`config.mk`:
```
export PLATFORM = sky130hd
export DESIGN_NAME = tga_rle_pixel_decoder_top_flat
export DESIGN_NICKNAME = d
export VERILOG_FILES = /design/src/rtl/tgarle_pkg.sv /design/src/rtl/tgarle_in_if.sv /design/src/rtl/tgarle_out_if.sv /design/src/rtl/tgarle_core.sv /design/src/rtl/tgarle_outq.sv /design/src/rtl/tga_rle_pixel_decoder_top.sv /design/src/flat_wrapper.sv
export SDC_FILE = /design/constraint.sdc
export NUM_CORES = 1
export LEC_CHECK = 0
export BUFFER_PORTS_ARGS = -buffer_cell sky130_fd_sc_hd__buf_2
export CORE_UTILIZATION = 50
export CTS_BUF_LIST = sky130_fd_sc_hd__clkbuf_8
export CTS_CLUSTER_SIZE = 24
export DETAILED_ROUTE_END_ITERATION = 10
export PLACE_DENSITY = 0.7
export SETUP_SLACK_MARGIN = 0.3
export SLEW_MARGIN = 20
export SYNTH_ARGS = -nofsm -noshare
export SYNTH_HDL_FRONTEND = slang
export SYNTH_SLANG_ARGS = --single-unit
```
`constraint.sdc`:
```
create_clock -name clk -period 9.35 [get_ports clk]
set_clock_uncertainty 0.2 [all_clocks]
set_input_delay 0.4675 -clock clk [delete_from_list [all_inputs] [get_ports clk]]
set_output_delay 0.4675 -clock clk [all_outputs]
set_load 0.01 [all_outputs]
```
`src/rtl/tgarle_pkg.sv`:
```
// Package for the TGA run-length pixel decoder: result type, register map,
// packet header constants and reset values. No dependencies.
`default_nettype none

package tgarle_pkg;

  // Header byte split: below RAW_LIMIT opens a raw packet, else a run
  localparam logic [7:0] RAW_LIMIT = 8'd128;
  localparam logic [7:0] RUN_BIAS  = 8'd127;

  // Input commands
  localparam logic CMD_DATA  = 1'b0;
  localparam logic CMD_START = 1'b1;

  // Configuration register map (word index)
  localparam logic REG_BPP   = 1'b0;
  localparam logic REG_TOTAL = 1'b1;

  localparam logic [2:0]  BPP_RESET   = 3'd4;
  localparam logic [23:0] TOTAL_RESET = 24'd1;

  typedef struct packed {
    logic [31:0] pixel_value;
    logic [7:0]  repeat_count;
    logic        status;
    logic        image_done;
  } result_t;

endpackage

`default_nettype wire

```
`src/rtl/tgarle_in_if.sv`:
```
// Input channel of the TGA run-length decoder: valid/ready plus one stream item.
// No dependencies.
`default_nettype none

interface tgarle_in_if;
  logic       valid;
  logic       ready;
  logic       cmd;
  logic [7:0] stream_byte;

  modport source (output valid, output cmd, output stream_byte, input ready);
  modport sink   (input valid, input cmd, input stream_byte, output ready);
endinterface

`default_nettype wire

```
`src/rtl/tgarle_out_if.sv`:
```
// Result channel of the TGA run-length decoder: valid/ready plus one decoded pixel.
// No dependencies.
`default_nettype none

interface tgarle_out_if;
  logic        valid;
  logic        ready;
  logic [31:0] pixel_value;
  logic [7:0]  repeat_count;
  logic        status;
  logic        image_done;

  modport source (output valid, output pixel_value, output repeat_count,
                  output status, output image_done, input ready);
  modport sink   (input valid, input pixel_value, input repeat_count,
                  input status, input image_done, output ready);
endinterface

`default_nettype wire

```
`src/rtl/tgarle_core.sv`:
```
// Decode state of the TGA run-length decoder: packet tracking, pixel byte
// gathering and pixel count checking. Depends on tgarle_pkg.
`default_nettype none

module tgarle_core #(
  parameter int COUNT_BITS = 24
) (
  input  wire logic             clk,
  input  wire logic             rst_n,
  input  wire logic             accept,
  input  wire logic             cmd,
  input  wire logic [7:0]       stream_byte,
  input  wire logic [2:0]       bpp,
  input  wire logic [23:0]      pixel_total,
  output logic                  res_push,
  output tgarle_pkg::result_t   res
);
  import tgarle_pkg::*;

  typedef enum logic [1:0] {
    MODE_HEADER = 2'd0,
    MODE_RAW    = 2'd1,
    MODE_RUN    = 2'd2
  } mode_t;

  mode_t                 mode_r, mode_nxt;
  logic [7:0]            left_r, left_nxt;
  logic [1:0]            slot_r, slot_nxt;
  logic [31:0]           gather_r, gather_nxt;
  logic [COUNT_BITS-1:0] done_r, done_nxt;
  logic                  halted_r, halted_nxt;

  logic [1:0]            last_slot;
  logic [31:0]           gather_cat;
  logic [7:0]            left_dec;
  logic [7:0]            count;
  logic [7:0]            clip;
  logic                  ends;
  logic [COUNT_BITS-1:0] total;
  logic [COUNT_BITS-1:0] remain;
  logic [COUNT_BITS-1:0] done_sum;
  logic                  err;
  logic                  fin;

  // Out-of-range pixel widths clamp to 1 or 4 bytes
  always_comb begin
    case (bpp) inside
      3'd0, 3'd1: last_slot = 2'd0;
      3'd2:       last_slot = 2'd1;
      3'd3:       last_slot = 2'd2;
      default:    last_slot = 2'd3;
    endcase
  end

  always_comb begin
    gather_cat = gather_r | ({24'd0, stream_byte} << {slot_r, 3'b000});
    left_dec   = left_r - 8'd1;
    if (mode_r == MODE_RAW) begin
      count = 8'd1;
      ends  = (left_dec == 8'd0);
    end else begin
      count = left_r;
      ends  = 1'b1;
    end
    total    = COUNT_BITS'(pixel_total);
    remain   = (total > done_r) ? (total - done_r) : '0;
    err      = (COUNT_BITS'(count) > remain);
    // remain is below count here, so it fits the count width
    clip     = err ? remain[7:0] : count;
    done_sum = done_r + COUNT_BITS'(clip);
    fin      = !err && ends && (done_sum >= total);
  end

  always_comb begin
    mode_nxt   = mode_r;
    left_nxt   = left_r;
    slot_nxt   = slot_r;
    gather_nxt = gather_r;
    done_nxt   = done_r;
    halted_nxt = halted_r;
    res_push   = 1'b0;

    res.pixel_value  = gather_cat;
    res.repeat_count = clip;
    res.status       = err;
    res.image_done   = fin;

    if (accept) begin
      if (cmd == CMD_START) begin
        mode_nxt   = MODE_HEADER;
        left_nxt   = '0;
        slot_nxt   = '0;
        gather_nxt = '0;
        done_nxt   = '0;
        halted_nxt = 1'b0;
      end else if (!halted_r) begin
        if (mode_r != MODE_RAW && mode_r != MODE_RUN) begin
          if (stream_byte < RAW_LIMIT) begin
            mode_nxt = MODE_RAW;
            left_nxt = stream_byte + 8'd1;
          end else begin
            mode_nxt = MODE_RUN;
            left_nxt = stream_byte - RUN_BIAS;
          end
          slot_nxt   = '0;
          gather_nxt = '0;
        end else if (slot_r < last_slot) begin
          slot_nxt   = slot_r + 2'd1;
          gather_nxt = gather_cat;
        end else begin
          res_push   = 1'b1;
          slot_nxt   = '0;
          gather_nxt = '0;
          left_nxt   = (mode_r == MODE_RAW) ? left_dec : 8'd0;
          if (ends) begin
            mode_nxt = MODE_HEADER;
          end
          done_nxt = done_sum;
          if (err || fin) begin
            halted_nxt = 1'b1;
          end
        end
      end
    end
  end

  always_ff @(posedge clk) begin
    if (!rst_n) begin
      mode_r   <= MODE_HEADER;
      left_r   <= '0;
      slot_r   <= '0;
      gather_r <= '0;
      done_r   <= '0;
      halted_r <= 1'b0;
    end else begin
      mode_r   <= mode_nxt;
      left_r   <= left_nxt;
      slot_r   <= slot_nxt;
      gather_r <= gather_nxt;
      done_r   <= done_nxt;
      halted_r <= halted_nxt;
    end
  end

endmodule

`default_nettype wire

```
`src/rtl/tgarle_outq.sv`:
```
// Two-entry result queue of the TGA run-length decoder: output register plus
// skid slot. Depends on tgarle_pkg.
`default_nettype none

module tgarle_outq (
  input  wire logic                 clk,
  input  wire logic                 rst_n,
  input  wire logic                 push,
  input  wire tgarle_pkg::result_t  push_data,
  input  wire logic                 pop,
  output logic                      full,
  output logic                      valid,
  output tgarle_pkg::result_t       head
);
  import tgarle_pkg::*;

  result_t    slot0_r, slot0_nxt;
  result_t    slot1_r, slot1_nxt;
  logic [1:0] cnt_r, cnt_nxt;
  logic [1:0] wr_idx;

  always_comb begin
    slot0_nxt = slot0_r;
    slot1_nxt = slot1_r;
    // advance the skid entry into the head on a pop
    if (pop && cnt_r == 2'd2) begin
      slot0_nxt = slot1_r;
    end
    wr_idx = cnt_r - {1'b0, pop};
    if (push) begin
      if (wr_idx == 2'd0) begin
        slot0_nxt = push_data;
      end else begin
        slot1_nxt = push_data;
      end
    end
    cnt_nxt = cnt_r + {1'b0, push} - {1'b0, pop};
  end

  always_ff @(posedge clk) begin
    if (!rst_n) begin
      cnt_r <= '0;
    end else begin
      cnt_r <= cnt_nxt;
    end
    slot0_r <= slot0_nxt;
    slot1_r <= slot1_nxt;
  end

  assign valid = (cnt_r != 2'd0);
  assign full  = (cnt_r == 2'd2);
  assign head  = slot0_r;

endmodule

`default_nettype wire

```
`src/rtl/tga_rle_pixel_decoder_top.sv`:
```
// TGA run-length pixel decoder, top level. Takes one stream item per cycle while in ready is high.
// A result is pushed into the result queue as its last pixel byte is taken, and leaves from its head.
// Throughput: one item per cycle; the two-entry result queue lets input run while
//   a result waits, and in ready drops only when both entries hold results.
// Reset: synchronous, active low; clears decode state, sets bytes per pixel to 4
//   and the pixel total to 1. Depends on tgarle_pkg, interfaces, core and queue.
`default_nettype none

module tga_rle_pixel_decoder_top #(
  parameter int COUNT_BITS = 24
) (
  input  wire logic          clk,
  input  wire logic          rst_n,
  tgarle_in_if.sink          in_ch,
  tgarle_out_if.source       out_ch,
  input  wire logic          cfg_psel,
  input  wire logic          cfg_penable,
  input  wire logic          cfg_pwrite,
  input  wire logic [2:0]    cfg_paddr,
  input  wire logic [31:0]   cfg_pwdata,
  output logic [31:0]        cfg_prdata,
  output logic               cfg_pready
);
  import tgarle_pkg::*;

  logic [2:0]  bpp_r;
  logic [23:0] total_r;
  logic        cfg_wr;
  logic        accept;
  logic        res_push;
  result_t     res;
  logic        q_full;
  logic        q_valid;
  result_t     q_head;
  logic        pop;

  assign cfg_pready = 1'b1;
  assign cfg_wr     = cfg_psel && cfg_penable && cfg_pwrite;

  always_ff @(posedge clk) begin
    if (!rst_n) begin
      bpp_r   <= BPP_RESET;
      total_r <= TOTAL_RESET;
    end else if (cfg_wr) begin
      unique case (cfg_paddr[2])
        REG_BPP:   bpp_r   <= cfg_pwdata[2:0];
        REG_TOTAL: total_r <= cfg_pwdata[23:0];
        default:   ;
      endcase
    end
  end

  always_comb begin
    unique case (cfg_paddr[2])
      REG_BPP:   cfg_prdata = {29'd0, bpp_r};
      REG_TOTAL: cfg_prdata = {8'd0, total_r};
      default:   cfg_prdata = '0;
    endcase
  end

  assign in_ch.ready = !q_full;
  assign accept      = in_ch.valid && in_ch.ready;
  assign pop         = out_ch.valid && out_ch.ready;

  tgarle_core #(
    .COUNT_BITS (COUNT_BITS)
  ) u_core (
    .clk         (clk),
    .rst_n       (rst_n),
    .accept      (accept),
    .cmd         (in_ch.cmd),
    .stream_byte (in_ch.stream_byte),
    .bpp         (bpp_r),
    .pixel_total (total_r),
    .res_push    (res_push),
    .res         (res)
  );

  tgarle_outq u_outq (
    .clk       (clk),
    .rst_n     (rst_n),
    .push      (res_push),
    .push_data (res),
    .pop       (pop),
    .full      (q_full),
    .valid     (q_valid),
    .head      (q_head)
  );

  assign out_ch.valid        = q_valid;
  assign out_ch.pixel_value  = q_head.pixel_value;
  assign out_ch.repeat_count = q_head.repeat_count;
  assign out_ch.status       = q_head.status;
  assign out_ch.image_done   = q_head.image_done;

endmodule

`default_nettype wire

```
`src/flat_wrapper.sv`:
```
// flat-port wrapper written by rule: the top's interface ports become plain ports
module tga_rle_pixel_decoder_top_flat import tgarle_pkg::*;
#(
  parameter int COUNT_BITS = 24
)
  (clk, rst_n, cfg_psel, cfg_penable, cfg_pwrite, cfg_paddr, cfg_pwdata, cfg_prdata, cfg_pready, in_ch_valid, in_ch_cmd, in_ch_stream_byte, in_ch_ready, out_ch_valid, out_ch_pixel_value, out_ch_repeat_count, out_ch_status, out_ch_image_done, out_ch_ready);
  tgarle_in_if in_ch_i ();
  tgarle_out_if out_ch_i ();
  input  wire logic clk;
  input  wire logic rst_n;
  input  wire logic cfg_psel;
  input  wire logic cfg_penable;
  input  wire logic cfg_pwrite;
  input  wire logic [2:0] cfg_paddr;
  input  wire logic [31:0] cfg_pwdata;
  output logic [31:0] cfg_prdata;
  output logic cfg_pready;
  input wire logic [$bits(in_ch_i.valid)-1:0] in_ch_valid;
  input wire logic [$bits(in_ch_i.cmd)-1:0] in_ch_cmd;
  input wire logic [$bits(in_ch_i.stream_byte)-1:0] in_ch_stream_byte;
  output wire logic [$bits(in_ch_i.ready)-1:0] in_ch_ready;
  output wire logic [$bits(out_ch_i.valid)-1:0] out_ch_valid;
  output wire logic [$bits(out_ch_i.pixel_value)-1:0] out_ch_pixel_value;
  output wire logic [$bits(out_ch_i.repeat_count)-1:0] out_ch_repeat_count;
  output wire logic [$bits(out_ch_i.status)-1:0] out_ch_status;
  output wire logic [$bits(out_ch_i.image_done)-1:0] out_ch_image_done;
  input wire logic [$bits(out_ch_i.ready)-1:0] out_ch_ready;
  assign in_ch_i.valid = in_ch_valid;
  assign in_ch_i.cmd = in_ch_cmd;
  assign in_ch_i.stream_byte = in_ch_stream_byte;
  assign in_ch_ready = in_ch_i.ready;
  assign out_ch_valid = out_ch_i.valid;
  assign out_ch_pixel_value = out_ch_i.pixel_value;
  assign out_ch_repeat_count = out_ch_i.repeat_count;
  assign out_ch_status = out_ch_i.status;
  assign out_ch_image_done = out_ch_i.image_done;
  assign out_ch_i.ready = out_ch_ready;
  tga_rle_pixel_decoder_top #(.COUNT_BITS(COUNT_BITS)) u_core (.clk(clk), .rst_n(rst_n), .in_ch(in_ch_i), .out_ch(out_ch_i), .cfg_psel(cfg_psel), .cfg_penable(cfg_penable), .cfg_pwrite(cfg_pwrite), .cfg_paddr(cfg_paddr), .cfg_pwdata(cfg_pwdata), .cfg_prdata(cfg_prdata), .cfg_pready(cfg_pready));
endmodule
```
==> flow_metrics.py, run 1 <==
metrics = {
    "outcome": {
        "outcome": "finished clean",
    },
    "critical_path": {
        "critical_path_peak_fanout": 10,
        "crit_end_element": "flip-flop",
        "arrival_ns": 8.67,
        "worst-setup-path-type": "reg -> reg",
        "critPathMostFrequentCell": "sky130_fd_sc_hd__a21o_1",
        "r2r_slack_ns": 0.71,
        "critPathRequiredTime_ns": 9.39,
        "critical_path.startpoint_type": "flip-flop",
        "crit_path_max_incr_delay_ns": 0.49,
        "cells_on_worst_reg2reg_path": 40,
        "slowest_stage_cell_on_the_critical_path": "sky130_fd_sc_hd__nor4b_4",
    },
    "logic_synthesis": {
        "yosysWarnings": 0,
        "count_of_distinct_cell_types_in_the_synthesized_netlist": 71,
        "synth_seq_cells": 182,
        "async_reset_ff_share_pct": 0,
        "synthesis.instances": 1252,
        "synth_sequential_area_ratio_pct": 37.9,
        "syn-mean-instance-area_um2": 8.56,
        "ys_dominant_reg_cell": "sky130_fd_sc_hd__dfxtp_1",
        "post_synthesis_cell_area_um2": 10700,
        "synth_edf_count": 42,
    },
    "final_layout": {
        "drive_gt1_share_pct": 15.2,
        "finish.cell_count_without_fillers": 1623,
        "multiInputGateArea_um2": 6180,
        "syn2layout_area_growth_pct": 11.9,
        "seq_area_um2": 4070,
        "n_antenna_cell": 0,
        "nFillCells": 1943,
        "final_util_pct": 57.0,
        "design.final.nets": 1460,
    },
    "min_path": {
        "worstHoldPathType": "in -> reg",
        "holdPathStages": 3,
    },
    "die": {
        "pin_count": 128,
        "die_x_extent_um": 148,
        "row_count": 53,
        "floorplan.die.height_um": 148,
        "initial_utilization_pct": 51.0,
        "floorplan.core_area_um2": 21000,
        "fp.dieArea_um2": 22000,
    },
    "route": {
        "via_count": 9207,
        "drt-total-wl_um": 27800,
        "starting_drc_count_in_detailed_routing": 683,
        "final_antenna_net_count": 0,
        "drt-wirelength-per-cell_um": 17.1,
        "drt_pass1_iterations": 5,
        "drc_viols": 0,
        "viasPerCell": 5.67,
    },
    "power_and_ir_drop": {
        "pwr_density_cell_nw_per_um2": 171,
        "total_leakage_power_nw": 5.38,
        "irDropWorstVdd_mv": 0.0981,
    },
    "timing": {
        "fmaxAchievable_mhz": 116,
        "timing_max_transition_violations_final": 0,
        "finalSetupViolCount": 0,
        "rsz0062_at_grt": "false",
        "worst_slew_margin_rel_pct": 29.2,
        "tightest_slew_ns": 1.06,
        "layout_min_cycle_time_ns": 8.64,
        "setup_tns_ns": 0,
        "worst_hold_slack_ns": 0.0142,
        "layout_worst_path_cycle_share_pct": 92.4,
        "timing.final.hold_violations": 0,
    },
    "global_route": {
        "antenna_violations_before_repair": 0,
        "grt_use_total_pct": 25.6,
        "pin_count_of_the_biggest_net_entering_global_routing": 65,
        "grt-ovfl-total": 0,
        "first_pass_grt_wire_length_um": 44100,
        "number_of_global_route_vias_before_repair": 8489,
    },
    "place": {
        "placed_cells": 1583,
        "place.detailed.hpwl_um": 19700,
        "port_buffers": 108,
        "gp_congestion": 0.930,
    },
    "clock_network": {
        "clock-root-buffer": "sky130_fd_sc_hd__clkbuf_8",
        "clk_pin_slew_worst_paths_ns": 0.12,
        "cts.hold.buffers_added": 0,
        "cts_buffers": 17,
        "clkLatencyLatePin_ns": 0.48,
        "clock_sink_total": 182,
        "clk_path_buf_depth": 2,
        "htree_levels": 4,
        "cts_tree": "built",
    },
    "run": {
        "max_cap_violations": 0,
    },
}
## repair_timing
action,4_1_cts,5_1_grt
setup buffers,0,5
cloned,0,3
gates resized for setup,1,18
pin swaps,0,5
setup endpoints to repair,2,3
## cell type report
type | instances | share of cell area, %
timing repair buffer | 128 | 5.76
multi-input combinational | 933 | 51.6
clock inverter | 15 | 1.63
inverter | 73 | 2.29
clock buffer | 17 | 1.95
tap | 275 | 2.87
sequential | 182 | 33.9
## per-layer routing
layer / share of wire [%] / vias up / track usage (%)
met5: 0 / - / 0
met4: 1.6 / 0 / 6.96
met3: 5.8 / 32 / 3.56
met2: 45 / 277 / 40.8
met1: 48 / 4332 / 36.2
li1: - / 4566 / -
## stage by stage
stage          cell area [µm²]  worst slack, ns  total power, mW
4_1_cts                  11900            0.309             2.05
3_5_place_dp             11400            0.262             1.49
3_3_place_gp             11400            0.409             1.47
2_1_floorplan            10700             1.59             1.30
5_1_grt                  12000            0.272             2.16
6_report                 12000            0.712             2.05
## worst paths after layout
kind | start | end
worst min-delay path | cfg_pwdata[8] | u_core.total_r[8]$_SDFFE_PN0P_
worst max register to register | u_core.u_core.done_r[13]$_SDFFE_PN0P_ | u_core.u_outq.slot1_r[0]$_DFFE_PP_
worst max-delay path | u_core.u_core.done_r[13]$_SDFFE_PN0P_ | u_core.u_outq.slot1_r[0]$_DFFE_PP_
worst min register to register | u_core.u_core.done_r[15]$_SDFFE_PN0P_ | u_core.u_core.done_r[15]$_SDFFE_PN0P_
## state kept, by name, indices dropped and copies added, names as in the netlist, 3 cells and up
| name | cells |
|---|---|
| u_core.u_core.left_r | 8 |
| u_core.u_core.done_r | 24 |
| u_core.u_core.gather_r | 32 |
| u_core.u_outq.slot1_r | 42 |
| u_core.bpp_r | 3 |
| u_core.u_outq.head | 42 |
| u_core.total_r | 24 |
## critical path: cells and delay by family, from the launching register on
kind | cells | cell delay, ns
fa+ha+maj | 4 | 1.31
xor+xnor | 1 | 0.14
buf+inv | 2 | 0.25
compound gates | 24 | 4.37
simple gates | 9 | 1.69
flops | 1 | 0.43
## report_power, final
| group | leakage (nW) | internal (mW) | switching (mW) | total, mW |
|---|---|---|---|---|
| Sequential | 1.50 | 0.900 | 0.0514 | 0.952 |
| Clock | 0.217 | 0.229 | 0.337 | 0.566 |
| Combinational | 3.66 | 0.230 | 0.307 | 0.537 |
## logic make-up after synthesis
family          count (synthesis)  synth area share (%)
compound gates                348                  21.1
xor+xnor                       46                  3.76
fa+ha+maj                      74                  8.78
buf+inv                       147                  5.62
flops                         182                  37.9
mux                            52                  4.94
other cells                     2                0.0701
simple gates                  401                  17.9
## cells in the final DEF, fill, tap and decap left out, types with 45 or more instances in the layout
| master | count |
|---|---|
| sky130_fd_sc_hd__a21o_1 | 45 |
| sky130_fd_sc_hd__a21oi_1 | 54 |
| sky130_fd_sc_hd__buf_2 | 108 |
| sky130_fd_sc_hd__dfxtp_1 | 139 |
| sky130_fd_sc_hd__ha_1 | 70 |
| sky130_fd_sc_hd__inv_1 | 74 |
| sky130_fd_sc_hd__mux2i_1 | 45 |
| sky130_fd_sc_hd__nand2_1 | 159 |
| sky130_fd_sc_hd__nor2_1 | 89 |
| sky130_fd_sc_hd__o21ai_0 | 114 |
## Yosys cell counts (6+ instances only)
library cell               number  area share (%)
sky130_fd_sc_hd__nand2b_1       6            0.35
sky130_fd_sc_hd__clkbuf_1      54             1.9
sky130_fd_sc_hd__and3_1        10            0.58
sky130_fd_sc_hd__and2_1        36             2.1
sky130_fd_sc_hd__nand2_1      159             5.6
sky130_fd_sc_hd__o21ai_0      118             5.5
sky130_fd_sc_hd__o211ai_1      11            0.77
sky130_fd_sc_hd__a211oi_1       7            0.49
sky130_fd_sc_hd__edfxtp_1      42              12
sky130_fd_sc_hd__buf_4          9            0.63
sky130_fd_sc_hd__xnor2_1       39             3.2
sky130_fd_sc_hd__a31oi_1        8            0.47
sky130_fd_sc_hd__mux2i_1       45             4.2
sky130_fd_sc_hd__nand3_1       21            0.98
sky130_fd_sc_hd__dfxtp_1      140              26
sky130_fd_sc_hd__o21ai_1        8            0.37
sky130_fd_sc_hd__xor2_1         7            0.57
sky130_fd_sc_hd__mux2_2         7            0.74
sky130_fd_sc_hd__o21bai_1       7            0.49
sky130_fd_sc_hd__nor2_1        90             3.2
sky130_fd_sc_hd__a21boi_0      27             1.9
sky130_fd_sc_hd__nand4_1       16            0.93
sky130_fd_sc_hd__nor2b_1       19             1.1
sky130_fd_sc_hd__a22oi_1       10            0.70
sky130_fd_sc_hd__buf_2          6            0.28
sky130_fd_sc_hd__inv_1         73             2.6
sky130_fd_sc_hd__a21oi_1       56             2.6
sky130_fd_sc_hd__nor3_1        16            0.75
sky130_fd_sc_hd__a21o_1        45             3.2
sky130_fd_sc_hd__o21a_1        13            0.91
sky130_fd_sc_hd__ha_1          72             8.4
(Power assumes the default switching activity.)
==> run 2, diff against run 1 <==
Settings changed: CTS_BUF_LIST sky130_fd_sc_hd__clkbuf_8 to not set, CTS_CLUSTER_DIAMETER set to 50.
==> run 2 against run 1 <==
  * Register-to-register slack is essentially flat
  * Core utilization is 0.82 points higher
  * Global-route usage is 0.081 points higher
  * Sequential cell count unchanged
  * Sequential share of layout area fell by 0.49 points
  * Critical path depth unchanged
  * Total power is 8.2% higher
  * Cell area up 1.4%
  * Hold slack improved by 0.050 ns
  * Cell count barely moved
  * Non-clock buffer count did not move
  * Clock-buffer cell count rose by 2
  * Critical path type unchanged
  * Largest cell class unchanged
  * Highest routed layer unchanged
==> flow_metrics.py, run 2 (synthesis gave the netlist of run 1 again) <==
metrics = {
    "outcome": {
        "outcome": "finished clean",
    },
    "route": {
        "drc_viols": 0,
        "final_antenna_net_count": 0,
        "drt-wirelength-per-cell_um": 17.2,
        "via_count": 9242,
        "drt-total-wl_um": 28000,
        "drt_pass1_iterations": 6,
        "viasPerCell": 5.70,
        "starting_drc_count_in_detailed_routing": 777,
    },
    "clock_network": {
        "clock_sink_total": 182,
        "cts_tree": "built",
        "cts_buffers": 17,
        "cts.hold.buffers_added": 0,
        "htree_levels": 4,
        "clock-root-buffer": "sky130_fd_sc_hd__clkbuf_16",
        "clk_pin_slew_worst_paths_ns": 0.08,
        "clkLatencyLatePin_ns": 0.44,
        "clk_path_buf_depth": 2,
    },
    "final_layout": {
        "drive_gt1_share_pct": 15.1,
        "design.final.nets": 1459,
        "n_antenna_cell": 0,
        "layout_common_cells": "sky130_fd_sc_hd__nand2_1, sky130_fd_sc_hd__dfxtp_1, sky130_fd_sc_hd__o21ai_0",
        "layout.cells.most_common": "sky130_fd_sc_hd__nand2_1",
        "design_area_um2": 12200,
        "syn2layout_area_growth_pct": 13.5,
    },
    "timing": {
        "worst_slew_margin_rel_pct": 29.9,
        "rsz0062_at_grt": "false",
        "finalSetupViolCount": 0,
        "setup_tns_ns": 0,
        "layout_worst_path_cycle_share_pct": 92.2,
        "timing.final.hold_violations": 0,
        "timing_max_transition_violations_final": 0,
        "layout_min_cycle_time_ns": 8.62,
        "fmaxAchievable_mhz": 116,
        "tightest_slew_ns": 1.05,
        "worst_hold_slack_ns": 0.0640,
        "fin_ws_ns": 0.726,
    },
    "critical_path": {
        "arrival_ns": 8.62,
        "critPathRequiredTime_ns": 9.34,
        "r2r_slack_ns": 0.73,
        "cells_on_worst_reg2reg_path": 40,
        "worst-setup-path-type": "reg -> reg",
        "critical_path_peak_fanout": 11,
        "slowest_stage_cell_on_the_critical_path": "sky130_fd_sc_hd__ha_2",
        "critPathMostFrequentCell": "sky130_fd_sc_hd__a21o_1",
        "critical_path.startpoint_type": "flip-flop",
        "crit_path_max_incr_delay_ns": 0.41,
        "crit_end_element": "flip-flop",
        "r2r-start": "u_core.u_core.done_r[8]$_SDFFE_PN0P_",
        "reg2reg_to": "u_core.u_outq.slot1_r[0]$_DFFE_PP_",
    },
    "die": {
        "pin_count": 128,
        "fp.dieArea_um2": 22000,
        "floorplan.core_area_um2": 21000,
        "initial_utilization_pct": 51.0,
        "floorplan.die.height_um": 148,
        "row_count": 53,
        "die_x_extent_um": 148,
    },
    "power_and_ir_drop": {
        "irDropWorstVdd_mv": 0.135,
        "pwr_density_cell_nw_per_um2": 183,
        "report.power.total_mw": 2.22,
        "total_leakage_power_nw": 5.46,
    },
    "place": {
        "gp_congestion": 0.930,
        "port_buffers": 108,
        "pre_cts_ws_ns": 0.262,
        "post_dp_cell_area_um2": 11400,
        "place.detailed.hpwl_um": 19700,
    },
    "global_route": {
        "grt-ovfl-total": 0,
        "grt_use_total_pct": 25.7,
        "antenna_violations_before_repair": 0,
        "number_of_global_route_vias_before_repair": 8539,
        "first_pass_grt_wire_length_um": 44200,
        "pin_count_of_the_biggest_net_entering_global_routing": 65,
    },
    "min_path": {
        "hold-path-endpoint": "u_core.total_r[6]$_SDFFE_PN0P_",
        "holdPathStages": 3,
        "worst_hold_startpoint": "cfg_pwdata[6]",
        "worstHoldPathType": "in -> reg",
    },
    "run": {
        "max_cap_violations": 0,
    },
}
run 2: cell count changes in the layout (fill, tap and decap cells not counted), sizes merged:
cell and change:
bufinv -1, inv -1, clkbuf +2, nand3 -1
run 2: how the worst max path moves through the flow:
stage / slack [ns] / to / startpoint / cells past startpoint
after floorplan: 1.59 / u_core.u_outq.slot1_r[0]$_DFFE_PP_ / u_core.u_core.done_r[18]$_SDFFE_PN0P_ / 39
after global placement: 0.41 / u_core.u_outq.slot1_r[0]$_DFFE_PP_ / u_core.u_core.done_r[12]$_SDFFE_PN0P_ / 40
after detailed placement: 0.26 / u_core.u_outq.slot1_r[0]$_DFFE_PP_ / u_core.u_core.done_r[12]$_SDFFE_PN0P_ / 40
after CTS: 0.33 / u_core.u_outq.slot1_r[0]$_DFFE_PP_ / u_core.u_core.done_r[12]$_SDFFE_PN0P_ / 40
after global routing: 0.28 / u_core.u_outq.slot1_r[0]$_DFFE_PP_ / u_core.u_core.done_r[8]$_SDFFE_PN0P_ / 40
final: 0.73 / u_core.u_outq.slot1_r[0]$_DFFE_PP_ / u_core.u_core.done_r[8]$_SDFFE_PN0P_ / 40
run 2: metrics by stage:
step	util [%]	cells
floorplan	-	1259
global placement	54.3	1583
detailed placement	54.3	1583
CTS	57.3	1615
global route	57.8	1622
finish	57.8	1622
run 2: timing repair:
action	in CTS	in global routing
setup endpoints to repair	2	3
pin swaps	0	5
buffers inserted	0	5
resized for setup	1	17
gates cloned	0	2
run 2: cell type report:
cell class	count	area (µm²)
clock buffers	19	454
clock inverters	13	161
fillers	1916	8860
inverters	73	274
multi-input cells	932	6170
flip-flops and latches	182	4060
well taps	275	344
repair buffers	128	691
run 2: critical path: cells and delay by family (launching register included):
family                     cells  cell delay, ns
DFF                            1            0.39
buffers and inverters          2            0.26
and+or+nand+nor                8            1.37
xor gates and xnor gates       1            0.14
AOI/OAI and AO/OA             25            4.70
adders and majority gates      4            1.30
run 2: power breakdown:
part / internal (mW) / total (mW) / switching [mW] / leakage, nW
registers: 0.900 / 0.953 / 0.0524 / 1.50
clock network: 0.377 / 0.735 / 0.359 / 0.298
logic: 0.230 / 0.536 / 0.306 / 3.66
total: 1.51 / 2.22 / 0.717 / 5.46
run 2: routing by layer:
layer / up-vias / share of wire [%] / global-route usage, %
met2: 272 / 45 / 41.3
met5: - / 0 / 0
met4: 0 / 1.2 / 6.49
met1: 4378 / 48 / 36.1
met3: 28 / 5.7 / 3.80
li1: 4564 / - / -
